$ cat config.mk
export PLATFORM = sky130hd
export DESIGN_NAME = i2c_master_transaction_sequencer
export DESIGN_NICKNAME = d
export VERILOG_FILES = /design/src/i2c_seq_pkg.sv /design/src/i2c_master_transaction_sequencer.sv
export VERILOG_INCLUDE_DIRS = /design/src /design/src/src
export SDC_FILE = /design/constraint.sdc
export NUM_CORES = 1
export LEC_CHECK = 0
export BUFFER_PORTS_ARGS = -buffer_cell sky130_fd_sc_hd__buf_2
export CAP_MARGIN = 10
export CORE_ASPECT_RATIO = 0.6
export CORE_MARGIN = 2
export CORE_UTILIZATION = 40
export CTS_CLUSTER_DIAMETER = 30
export DETAILED_ROUTE_END_ITERATION = 16
export GPL_ROUTABILITY_DRIVEN = 0
export SYNTH_ARGS = -nofsm -noshare
export SYNTH_HDL_FRONTEND = slang
export SYNTH_SLANG_ARGS = --single-unit
export TNS_END_PERCENT = 100
$ cat constraint.sdc
create_clock -name i_clk -period 8.3 [get_ports i_clk]
set_clock_uncertainty 0.05 [all_clocks]
set_input_delay 0.83 -clock i_clk [delete_from_list [all_inputs] [get_ports i_clk]]
set_output_delay 0.83 -clock i_clk [all_outputs]
set_load 0.02 [all_outputs]
$ cat src/i2c_master_transaction_sequencer_macros.svh
// assertion macros for the i2c sequencer
`ifndef I2C_MASTER_TRANSACTION_SEQUENCER_MACROS_SVH
`define I2C_MASTER_TRANSACTION_SEQUENCER_MACROS_SVH

// checked outside reset
`define I2C_SEQ_ASSERT(lbl, prop, msg) \
    lbl: assert property (@(posedge i_clk) disable iff (!i_rst_n) (prop)) else $error(msg);

// checked at every edge
`define I2C_SEQ_ASSERT_ALWAYS(lbl, prop, msg) \
    lbl: assert property (@(posedge i_clk) (prop)) else $error(msg);

`endif

$ cat src/i2c_seq_pkg.sv
`default_nettype none

package i2c_seq_pkg;

    typedef enum logic [1:0] {
        ACT_STEP  = 2'd0,
        ACT_WRITE = 2'd1,
        ACT_RDREG = 2'd2,
        ACT_RSVD  = 2'd3
    } t_action;

    typedef enum logic [2:0] {
        PH_IDLE    = 3'd0,
        PH_START   = 3'd1,
        PH_WREG    = 3'd2,
        PH_RESTART = 3'd3,
        PH_READ    = 3'd4,
        PH_WDATA   = 3'd5,
        PH_STOP    = 3'd6,
        PH_ERROR   = 3'd7
    } t_phase;

    typedef enum logic [2:0] {
        PRIM_START   = 3'd0,
        PRIM_RESTART = 3'd1,
        PRIM_WRITE   = 3'd2,
        PRIM_READ    = 3'd3,
        PRIM_STOP    = 3'd4,
        PRIM_NONE    = 3'd5
    } t_prim;

    typedef enum logic [1:0] {
        ST_IDLE  = 2'd0,
        ST_BUSY  = 2'd1,
        ST_ERROR = 2'd2
    } t_status;

    localparam logic [1:0] RES_OK   = 2'd0;
    localparam logic [1:0] RES_NACK = 2'd1;

    localparam logic [7:0] READ_FLAG = 8'h01;

    localparam int IDX_W   = 16;
    localparam int MAX_RES = 3;

    typedef struct packed {
        t_action          action;
        logic [7:0]       device_address;
        logic [7:0]       register_index;
        logic [IDX_W-1:0] length;
        logic [1:0]       first_result;
        logic [1:0]       second_result;
        logic [7:0]       buffer_byte;
        logic [7:0]       read_byte;
    } t_req;

    typedef struct packed {
        t_prim            primitive_res;
        logic [7:0]       bus_byte;
        logic [IDX_W-1:0] transfer_index;
        t_status          status;
        logic             last;
    } t_res;

endpackage

`default_nettype wire

$ cat src/i2c_master_transaction_sequencer.sv
// channel   | valid        | ready        | payload
// request   | i_req_valid  | o_req_ready  | i_req  (i2c_seq_pkg::t_req)
// result    | o_res_valid  | i_res_ready  | o_res  (i2c_seq_pkg::t_res)
//
// each request is decoded in the cycle it is taken; state and its 1 to 3 results
// are registered at that edge; results leave one per cycle while i_res_ready
// is high. a request yielding one result can be taken every cycle while results
// are taken; one yielding more holds the next request while the buffer drains.
// ready is high when the buffer is empty or its final entry is being taken.
// i_rst_n is synchronous, active low; it returns the sequencer to idle.
`default_nettype none

`include "i2c_master_transaction_sequencer_macros.svh"

module i2c_master_transaction_sequencer #(
    parameter int COUNT_WIDTH = 16
) (
    input  wire                 i_clk,
    input  wire                 i_rst_n,
    input  wire                 i_req_valid,
    output logic                o_req_ready,
    input  wire i2c_seq_pkg::t_req i_req,
    output logic                o_res_valid,
    input  wire                 i_res_ready,
    output i2c_seq_pkg::t_res   o_res
);

    localparam logic [COUNT_WIDTH-1:0] CNT_ONE = {{(COUNT_WIDTH-1){1'b0}}, 1'b1};

    i2c_seq_pkg::t_phase   r_phase, n_phase;
    logic                  r_is_rdreg, n_is_rdreg;
    logic [7:0]            r_addr, n_addr;
    logic [7:0]            r_reg, n_reg;
    logic [COUNT_WIDTH-1:0] r_done, n_done;
    logic [COUNT_WIDTH-1:0] r_total, n_total;

    i2c_seq_pkg::t_res     r_res [i2c_seq_pkg::MAX_RES];
    i2c_seq_pkg::t_res     n_res [i2c_seq_pkg::MAX_RES];
    logic [1:0]            r_left;
    logic [1:0]            n_num;

    logic                  in_acc, out_acc;
    logic                  is_cmd, is_step;
    logic [COUNT_WIDTH-1:0] len, done_inc;
    logic [i2c_seq_pkg::IDX_W-1:0] idx_ext;
    i2c_seq_pkg::t_status  n_status;

    assign in_acc      = i_req_valid && o_req_ready;
    assign out_acc     = o_res_valid && i_res_ready;
    assign o_res_valid = (r_left != 2'd0);
    assign o_req_ready = (r_left == 2'd0) || ((r_left == 2'd1) && i_res_ready);
    assign o_res       = r_res[0];

    assign is_cmd   = (i_req.action == i2c_seq_pkg::ACT_WRITE)
                   || (i_req.action == i2c_seq_pkg::ACT_RDREG);
    assign is_step  = (i_req.action == i2c_seq_pkg::ACT_STEP)
                   && (r_phase != i2c_seq_pkg::PH_IDLE)
                   && (r_phase != i2c_seq_pkg::PH_ERROR);
    assign len      = i_req.length[COUNT_WIDTH-1:0];
    assign done_inc = r_done + CNT_ONE;
    assign idx_ext  = i2c_seq_pkg::IDX_W'(r_done);

    // next state
    always_comb begin
        n_phase    = r_phase;
        n_is_rdreg = r_is_rdreg;
        n_addr     = r_addr;
        n_reg      = r_reg;
        n_done     = r_done;
        n_total    = r_total;
        if (is_cmd) begin
            if ((r_phase == i2c_seq_pkg::PH_IDLE) || (r_phase == i2c_seq_pkg::PH_ERROR)) begin
                n_addr     = i_req.device_address;
                n_reg      = i_req.register_index;
                n_total    = (len == '0) ? CNT_ONE : len;
                n_done     = '0;
                n_is_rdreg = (i_req.action == i2c_seq_pkg::ACT_RDREG);
                n_phase    = i2c_seq_pkg::PH_START;
            end
        end else if (is_step) begin
            case (r_phase)
                i2c_seq_pkg::PH_START, i2c_seq_pkg::PH_RESTART: begin
                    if (i_req.first_result == i2c_seq_pkg::RES_OK) begin
                        if (i_req.second_result != i2c_seq_pkg::RES_OK) begin
                            n_phase = i2c_seq_pkg::PH_ERROR;
                        end else if (r_phase == i2c_seq_pkg::PH_RESTART) begin
                            n_phase = i2c_seq_pkg::PH_READ;
                        end else if (r_is_rdreg) begin
                            n_phase = i2c_seq_pkg::PH_WREG;
                        end else begin
                            n_phase = i2c_seq_pkg::PH_WDATA;
                        end
                    end else if (i_req.first_result != i2c_seq_pkg::RES_NACK) begin
                        n_phase = i2c_seq_pkg::PH_ERROR;
                    end
                end
                i2c_seq_pkg::PH_WDATA: begin
                    n_done = done_inc;
                    if (i_req.first_result != i2c_seq_pkg::RES_OK) begin
                        n_phase = i2c_seq_pkg::PH_ERROR;
                    end else if (done_inc == r_total) begin
                        n_phase = i2c_seq_pkg::PH_STOP;
                    end
                end
                i2c_seq_pkg::PH_WREG: begin
                    n_phase = (i_req.first_result == i2c_seq_pkg::RES_OK)
                            ? i2c_seq_pkg::PH_RESTART : i2c_seq_pkg::PH_ERROR;
                end
                i2c_seq_pkg::PH_READ: begin
                    n_done  = done_inc;
                    n_phase = i2c_seq_pkg::PH_STOP;
                end
                default: begin
                    n_phase = i2c_seq_pkg::PH_IDLE;
                end
            endcase
        end
    end

    // result list
    always_comb begin
        case (n_phase)
            i2c_seq_pkg::PH_IDLE:  n_status = i2c_seq_pkg::ST_IDLE;
            i2c_seq_pkg::PH_ERROR: n_status = i2c_seq_pkg::ST_ERROR;
            default:               n_status = i2c_seq_pkg::ST_BUSY;
        endcase
        for (int k = 0; k < i2c_seq_pkg::MAX_RES; k++) begin
            n_res[k].primitive_res  = i2c_seq_pkg::PRIM_NONE;
            n_res[k].bus_byte       = '0;
            n_res[k].transfer_index = '0;
            n_res[k].status         = n_status;
            n_res[k].last           = 1'b0;
        end
        n_num = 2'd1;
        if (is_step && !is_cmd) begin
            case (r_phase)
                i2c_seq_pkg::PH_START, i2c_seq_pkg::PH_RESTART: begin
                    n_res[0].primitive_res = (r_phase == i2c_seq_pkg::PH_START)
                        ? i2c_seq_pkg::PRIM_START : i2c_seq_pkg::PRIM_RESTART;
                    if (i_req.first_result == i2c_seq_pkg::RES_OK) begin
                        n_res[1].primitive_res = i2c_seq_pkg::PRIM_WRITE;
                        n_res[1].bus_byte      = (r_phase == i2c_seq_pkg::PH_START)
                            ? r_addr : (r_addr | i2c_seq_pkg::READ_FLAG);
                        n_num = 2'd2;
                    end
                end
                i2c_seq_pkg::PH_WDATA: begin
                    n_res[0].primitive_res  = i2c_seq_pkg::PRIM_WRITE;
                    n_res[0].bus_byte       = i_req.buffer_byte;
                    n_res[0].transfer_index = idx_ext;
                end
                i2c_seq_pkg::PH_WREG: begin
                    n_res[0].primitive_res = i2c_seq_pkg::PRIM_WRITE;
                    n_res[0].bus_byte      = r_reg;
                end
                i2c_seq_pkg::PH_READ: begin
                    n_res[0].primitive_res  = i2c_seq_pkg::PRIM_READ;
                    n_res[0].bus_byte       = i_req.read_byte;
                    n_res[0].transfer_index = idx_ext;
                end
                default: begin
                    n_res[0].primitive_res = i2c_seq_pkg::PRIM_STOP;
                end
            endcase
            // failure closes with a stop
            if (n_phase == i2c_seq_pkg::PH_ERROR) begin
                n_res[n_num].primitive_res = i2c_seq_pkg::PRIM_STOP;
                n_num = n_num + 2'd1;
            end
        end
        n_res[n_num - 2'd1].last = 1'b1;
    end

    always_ff @(posedge i_clk) begin
        if (!i_rst_n) begin
            r_phase    <= i2c_seq_pkg::PH_IDLE;
            r_is_rdreg <= 1'b0;
            r_addr     <= '0;
            r_reg      <= '0;
            r_done     <= '0;
            r_total    <= '0;
            r_left     <= 2'd0;
        end else begin
            if (in_acc) begin
                r_phase    <= n_phase;
                r_is_rdreg <= n_is_rdreg;
                r_addr     <= n_addr;
                r_reg      <= n_reg;
                r_done     <= n_done;
                r_total    <= n_total;
                r_left     <= n_num;
            end else if (out_acc) begin
                r_left <= r_left - 2'd1;
            end
        end
    end

    always_ff @(posedge i_clk) begin
        if (in_acc) begin
            r_res <= n_res;
        end else if (out_acc) begin
            r_res[0] <= r_res[1];
            r_res[1] <= r_res[2];
        end
    end

    `I2C_SEQ_ASSERT(a_drain_empty,
        (out_acc && o_res.last && !in_acc) |=> !o_res_valid,
        "result buffer not empty after final result")
    `I2C_SEQ_ASSERT(a_error_sticky,
        (r_phase == i2c_seq_pkg::PH_ERROR && !(in_acc && is_cmd))
            |=> (r_phase == i2c_seq_pkg::PH_ERROR),
        "error state left without a command")
    `I2C_SEQ_ASSERT(a_wdata_count,
        (r_phase == i2c_seq_pkg::PH_WDATA) |-> (r_done < r_total),
        "write count reached total inside data phase")
    `I2C_SEQ_ASSERT_ALWAYS(a_left_range,
        !i_rst_n || r_left != 2'd3 || r_res[2].last,
        "three pending results without final mark on the third")

endmodule

`default_nettype wire
**After elaboration in Yosys (flattened, before gate mapping)**

Index checks and enable logic that the tools add are counted.

- Register bits: 144
- Input bits: 58
- Logic and storage cells: 122

- Reduce and logical (&&, ||, !) cells: 30
- Eq/ne operators: 14
- Bitwise logic cells: 2
- Add/sub/neg operators: 4
- Order comparisons: 4
- Mux-type cells: 46

Operator list:

| cell | number |
|---|---|
| $bwmux W90 | 2 |
| $mux W90 | 2 |
| $demux W30 S2 | 2 |
| $mux W60 | 2 |
| $mux W16 | 7 |
| $mux W3 | 12 |
| $mux W11 | 3 |
| $mux W30 | 1 |
| $pmux W8 S3 | 1 |
| $add A16 B1 Y16 const B | 1 |
| $eq A16 B16 Y1 | 1 |
| $logic_not A16 Y1 | 1 |
| $mux W2 | 7 |
| $eq A3 B3 Y1 const B | 4 |
| $pmux W3 S4 | 1 |
| $reduce_bool A2 Y1 | 6 |
| $pmux W3 S3 | 1 |
| $logic_and A1 B1 Y1 | 8 |
| $mux W8 | 1 |
| $eq A3 B2 Y1 const B | 2 |
| $ge A3 B3 Y1 const B | 2 |
| $logic_not A2 Y1 | 3 |
| $logic_not A3 Y1 | 2 |
| $lt A3 B1 Y1 const B | 2 |
| other kinds (16) | 26 |

**Logic depth before layout (Yosys ltp)**

- Depth after elaboration: 18
- Depth in mapped cells: 13

**Worst setup path after synthesis**

No wires, ideal clock.

- Path type: input -> register
- Start: in i_req[52] in the netlist's numbering
- End: reg r_left[0]
- Stages on the path: 8
- Arrival: 3.162 ns
- Required time: 8.130 ns
- Library setup time: 0.120 ns
- Path slack: 4.969 ns
- Cells stage by stage: inv_1 > ha_1 > nand2b_1 > or4b_1 > or4_4 > a211oi_4 > xnor2_1 > o31a_1

- Word-level cells in the longest chain between the ends: 9
- Elaborated cells on any way between the ends: 14
- Those cells by class: eq/ne (3); mux (5); reduce/logical (6)

Ends and longest elaborated chain:

| what | line | source |
|---|---|---|
| start, declared | i2c_master_transaction_sequencer.sv:22 | `input wire i2c_seq_pkg::t_req i_req,` |
| $logic_not A2 Y1 | i2c_master_transaction_sequencer.sv:56 | `assign is_step = (i_req.action == i2c_seq_pkg::ACT_STEP)` |
| $logic_and A1 B1 Y1 | i2c_master_transaction_sequencer.sv:57 | `&& (r_phase != i2c_seq_pkg::PH_IDLE)` |
| $logic_and A1 B1 Y1 | i2c_master_transaction_sequencer.sv:58 | `&& (r_phase != i2c_seq_pkg::PH_ERROR);` |
| $mux W3 | i2c_master_transaction_sequencer.sv:80 | `end else if (is_step) begin` |
| $mux W3 | i2c_master_transaction_sequencer.sv:71 | `if (is_cmd) begin` |
| $eq A3 B3 Y1 | i2c_master_transaction_sequencer.sv:166 | `if (n_phase == i2c_seq_pkg::PH_ERROR) begin` |
| $mux W2 | i2c_master_transaction_sequencer.sv:166 |  |
| $mux W2 (*) | i2c_master_transaction_sequencer.sv:135 | `if (is_step && !is_cmd) begin` |
| $mux W2 (*) | i2c_master_transaction_sequencer.sv:184 | `if (in_acc) begin` |
| end signal, assigned | i2c_master_transaction_sequencer.sv:191 | `r_left <= n_num;` |
| end signal, assigned | i2c_master_transaction_sequencer.sv:193 | `r_left <= r_left - 2'd1;` |
| end, declared | i2c_master_transaction_sequencer.sv:39 | `logic [1:0] r_left;` |

Mark *: on every way between the ends. The rest lies on a longest branch, timed or not.
A chain may end at the register's enable or synchronous reset.

**Worst setup path in the final report**

- Start: reg r_left[0]
- End: reg r_done[6] (netlist: idx_ext[6])

- Word-level cells in the longest chain between the ends: 5
- Elaborated cells on any way between the ends: 6
- Those cells by class: eq/ne (1); reduce/logical (5)

Ends and longest elaborated chain:

| what | line | source |
|---|---|---|
| $eq A2 B1 Y1 | i2c_master_transaction_sequencer.sv:51 | `assign o_req_ready = (r_left == 2'd0) \|\| ((r_left == 2'd1) && i_res_ready);` |
| $logic_and A1 B1 Y1 | i2c_master_transaction_sequencer.sv:51 |  |
| $logic_or A1 B1 Y1 (*) | i2c_master_transaction_sequencer.sv:51 |  |
| $logic_and A1 B1 Y1 (*) | i2c_master_transaction_sequencer.sv:48 | `assign in_acc = i_req_valid && o_req_ready;` |
| $reduce_and A4 Y1 (no source line) (*) | n/a |  |
| end signal, assigned | i2c_master_transaction_sequencer.sv:189 | `r_done <= n_done;` |
| end, declared | i2c_master_transaction_sequencer.sv:34 | `logic [COUNT_WIDTH-1:0] r_done, n_done;` |

Marked as above.

==> results.sh <==
export IMPL_maxSlewHeadroom_pct=21.4
export IMPL_grt_pass1_wl_um=20800
export IMPL_worst_r2r_startpoint="r_left[0]$_SDFFE_PN0P_"
export IMPL_timing_setup_tns_ns=0
export IMPL_number_of_global_route_vias_before_repair=4010
export IMPL_grt_antenna_before_repair=0
export IMPL_ff_to_ff_path_depth=11
export IMPL_ctsRootBufferMaster="sky130_fd_sc_hd__clkbuf_16"
export IMPL_power_internal_mw=0.876
export IMPL_comb_power_share_pct=17.6
export IMPL_grt_util_all_layers_pct=18.1
export IMPL_drtPass1Iterations=5
export IMPL_layout_worst_path_cycle_share_pct=48.5
export IMPL_synthDistinctLibCells=66
export IMPL_grt_util_met2_pct=27.1
export IMPL_synth_cell_area_mm2=0.00547
export IMPL_critical_path_max_stage_delay_ns=0.81
export IMPL_grt_busiest_layer="met2"
export IMPL_crit_path_frequent_cell="sky130_fd_sc_hd__inv_1"
export IMPL_cp_max_fo=25
export IMPL_placedInstanceArea_mm2=0.00579
export IMPL_insertedDiodeCount=0
export IMPL_cap_violations=0
export IMPL_clock_path_buffers=2
export IMPL_synthCells=581
export IMPL_timing_hold_worst_class="reg2reg"
export IMPL_worst_path_max_delay_cell="sky130_fd_sc_hd__and3_1"
export IMPL_seq_power_share_pct=48.6
export IMPL_synth_seq_cells=102
export IMPL_period_needed_ns=4.02
export IMPL_synth_ff_type="sky130_fd_sc_hd__dfxtp_1"
export IMPL_die_height_um=94.6
export IMPL_cts_repair_resize_count=0
export IMPL_number_of_synthesized_flops_with_an_enable_pin=48
export IMPL_globalRouteMet3Util_pct=4.22
export IMPL_min_from="r_addr[3]$_SDFFE_PN0P_"
export IMPL_design_portCount=90
export IMPL_layout_nets=681
export IMPL_status="finished clean"
export IMPL_max_vdd_ir_drop_uv=109
export IMPL_grt_overflow_total=0
export IMPL_worst_r2r_setup_slack_ns=4.28
export IMPL_power_density_mw_per_mm2=203
export IMPL_antenna_left=0
export IMPL_final_core_utilization_pct=45.0
export IMPL_max_freq_ghz=0.249
export IMPL_clkTransAtPathRegs_ns=0.08
export IMPL_synthesis_yosys_warnings=0
export IMPL_max_reg_flops=30
export IMPL_via_count=4333
export IMPL_setup_viol_count_final=0
export IMPL_floorplan_core_area_mm2=0.0135
export IMPL_tritoncts="built"
export IMPL_hold_viol_final=0
export IMPL_criticalPathCategory="reg2reg"
export IMPL_layout_cells_most_common_list="sky130_fd_sc_hd__buf_2 (89), sky130_fd_sc_hd__nand2_1 (72), sky130_fd_sc_hd__dfxtp_1 (54)"
export IMPL_top_family_by_delay_on_critical_path="simple AND/OR/NAND/NOR gates"
export IMPL_cts_num_sinks=102
export IMPL_fp_dieArea_mm2=0.0147
export IMPL_power_leakage_nw=2.31
export IMPL_postCtsHoldBufs=0
export IMPL_worstReg2RegEnd="idx_ext[6]$_SDFFE_PN0P_"
export IMPL_gr_usage_met1_pct=26.6
export IMPL_endpoint_kind="flop"
export IMPL_synthToLayoutAreaGrowth_pct=11.2
export IMPL_timing_hold_worst_endpoint="r_addr[3]$_SDFFE_PN0P_"
export IMPL_mappedNetlistNets=644
export IMPL_stdcell_area_mm2=0.00608
export IMPL_route_detailed_drc=0
export IMPL_clkLatencyLatePin_ns=0.35
export IMPL_drt_first_iter_violations=351
export IMPL_grt_start_max_net_pins=56
export IMPL_timing_critical_path_from_type="flop"
export IMPL_clkPwrFrac_pct=33.7
export IMPL_power_switching_mw=0.360
export IMPL_cts_post_setup_buffers_inserted=0
export IMPL_avgRoutedWirePerCell_um=16.4
export IMPL_ctsHtreeMaxLevel=3
export IMPL_synth_async_reset_ratio_pct=0
export IMPL_routed_wirelength_um=13100
export IMPL_effective_utilization_at_floorplan_pct=40.5
export IMPL_least_margin_pin_slew_ns=1.18
export IMPL_worstPathBufferInverterCount=4
export IMPL_floorplan_rows=33
export IMPL_crit_path_required_time_ns=8.53
export IMPL_commonest_non_fill_non_tap_cell_in_the_layout="sky130_fd_sc_hd__buf_2"
export IMPL_port_buffers=89
export IMPL_vias_per_cell=5.43
export IMPL_critical_path_cell_chain="inv_1 > ha_1 > inv_1 > nand2_1 > nand2_1 > inv_1 > and3_1 > o22ai_1 > buf_4 > or4b_2 > a21boi_0"
export IMPL_seq_area_frac_synth_pct=46.1
export IMPL_slew_violations=0
export IMPL_rsz_0062_raised_after_global_routing="false"
export IMPL_whs_path_depth=2
export IMPL_power_switching_share_pct=29.2
export IMPL_hpwl_after_detailed_placement_um=9340
export IMPL_fp_dieW_um=155
export IMPL_layout_drive_gt1_share_pct=21.0
export IMPL_cts_inserted_buffers=9
export IMPL_worstPathArrival_ns=4.25
export IMPL_synth_area_per_cell_um2=9.42
[synthesized netlist by cell type (8+ instances only)]
cell type	instances	area (um^2)
sky130_fd_sc_hd__a21boi_0	26	195
sky130_fd_sc_hd__a22o_1	8	70.1
sky130_fd_sc_hd__a22oi_1	11	82.6
sky130_fd_sc_hd__and2_1	18	113
sky130_fd_sc_hd__and3_1	20	125
sky130_fd_sc_hd__buf_4	32	240
sky130_fd_sc_hd__clkbuf_1	27	101
sky130_fd_sc_hd__dfxtp_1	54	1080
sky130_fd_sc_hd__edfxtp_1	48	1440
sky130_fd_sc_hd__inv_1	14	52.6
sky130_fd_sc_hd__mux2i_1	8	80.1
sky130_fd_sc_hd__nand2_1	72	270
sky130_fd_sc_hd__nand4_1	9	56.3
sky130_fd_sc_hd__nor2_1	29	109
sky130_fd_sc_hd__nor2b_1	19	119
sky130_fd_sc_hd__nor4_1	9	56.3
sky130_fd_sc_hd__o21ai_0	45	225
sky130_fd_sc_hd__xnor2_1	17	149
[worst reg2reg max path, delay by kind of cell (launching register included)]
family	cells	cell delay [ns]
simple gates	4	2.00
compound gates	2	0.32
flops	1	0.36
fa+ha+maj	1	0.17
buf+inv	4	1.05
[per-stage QoR]
stage / worst slack, ns / hold WS, ns / power (mW) / std cells
after floorplan: 4.97 / 0.389 / 0.783 / 581
after global placement: 4.10 / 0.401 / 0.828 / 782
after detailed placement: 4.01 / 0.409 / 0.832 / 782
after CTS: 4.32 / 0.419 / 1.25 / 798
after global routing: 4.00 / 0.440 / 1.29 / 798
final: 4.28 / 0.420 / 1.24 / 798
[final cells by class]
type | count | area (um^2)
Fill cell | 1322 | 7420
Sequential cell | 102 | 2520
Multi-Input combinational cell | 397 | 2510
Timing Repair Buffer | 94 | 483
Clock buffer | 10 | 239
Tap cell | 175 | 219
Clock inverter | 6 | 53.8
Inverter | 14 | 52.6
[power by group through the flow]
stage / clock (mW) / sequential [mW] / combinational (mW)
after floorplan: 0 / 0.605 / 0.178
after global placement: 0 / 0.612 / 0.216
after detailed placement: 0 / 0.613 / 0.219
after CTS: 0.424 / 0.602 / 0.219
after global routing: 0.445 / 0.606 / 0.240
final: 0.417 / 0.601 / 0.218
[cells by family (layout without fill, tap and decap cells)]
logic type	count (synthesis)	after routing	share of synthesized area, %
xor gates and xnor gates	23	23	3.68
DFF	102	102	46.1
buffers and inverters	82	124	7.98
muxes	9	9	1.67
and+or+nand+nor	217	217	21.3
adders and majority gates	5	5	1.14
AOI/OAI and AO/OA	143	143	18.1
[worst max path at each step]
stage,start,end,slack (ns),depth (start not counted)
after floorplan,i_req[52],r_left[0]$_SDFFE_PN0P_,4.97,8
after global placement,i_res_ready,idx_ext[6]$_SDFFE_PN0P_,4.10,10
after detailed placement,i_res_ready,idx_ext[6]$_SDFFE_PN0P_,4.01,10
after CTS,r_left[0]$_SDFFE_PN0P_,idx_ext[6]$_SDFFE_PN0P_,4.32,11
after global routing,r_left[0]$_SDFFE_PN0P_,idx_ext[6]$_SDFFE_PN0P_,4.00,11
final,r_left[0]$_SDFFE_PN0P_,idx_ext[6]$_SDFFE_PN0P_,4.28,11
[metal layers]
layer / vias up / part of all wire, %
met1: 2056 / 51
met2: 135 / 42
met5: - / 0
li1: 2133 / -
met3: 9 / 6.4
met4: 0 / 0.69
Note: power is estimated with default switching activity, not from simulation.
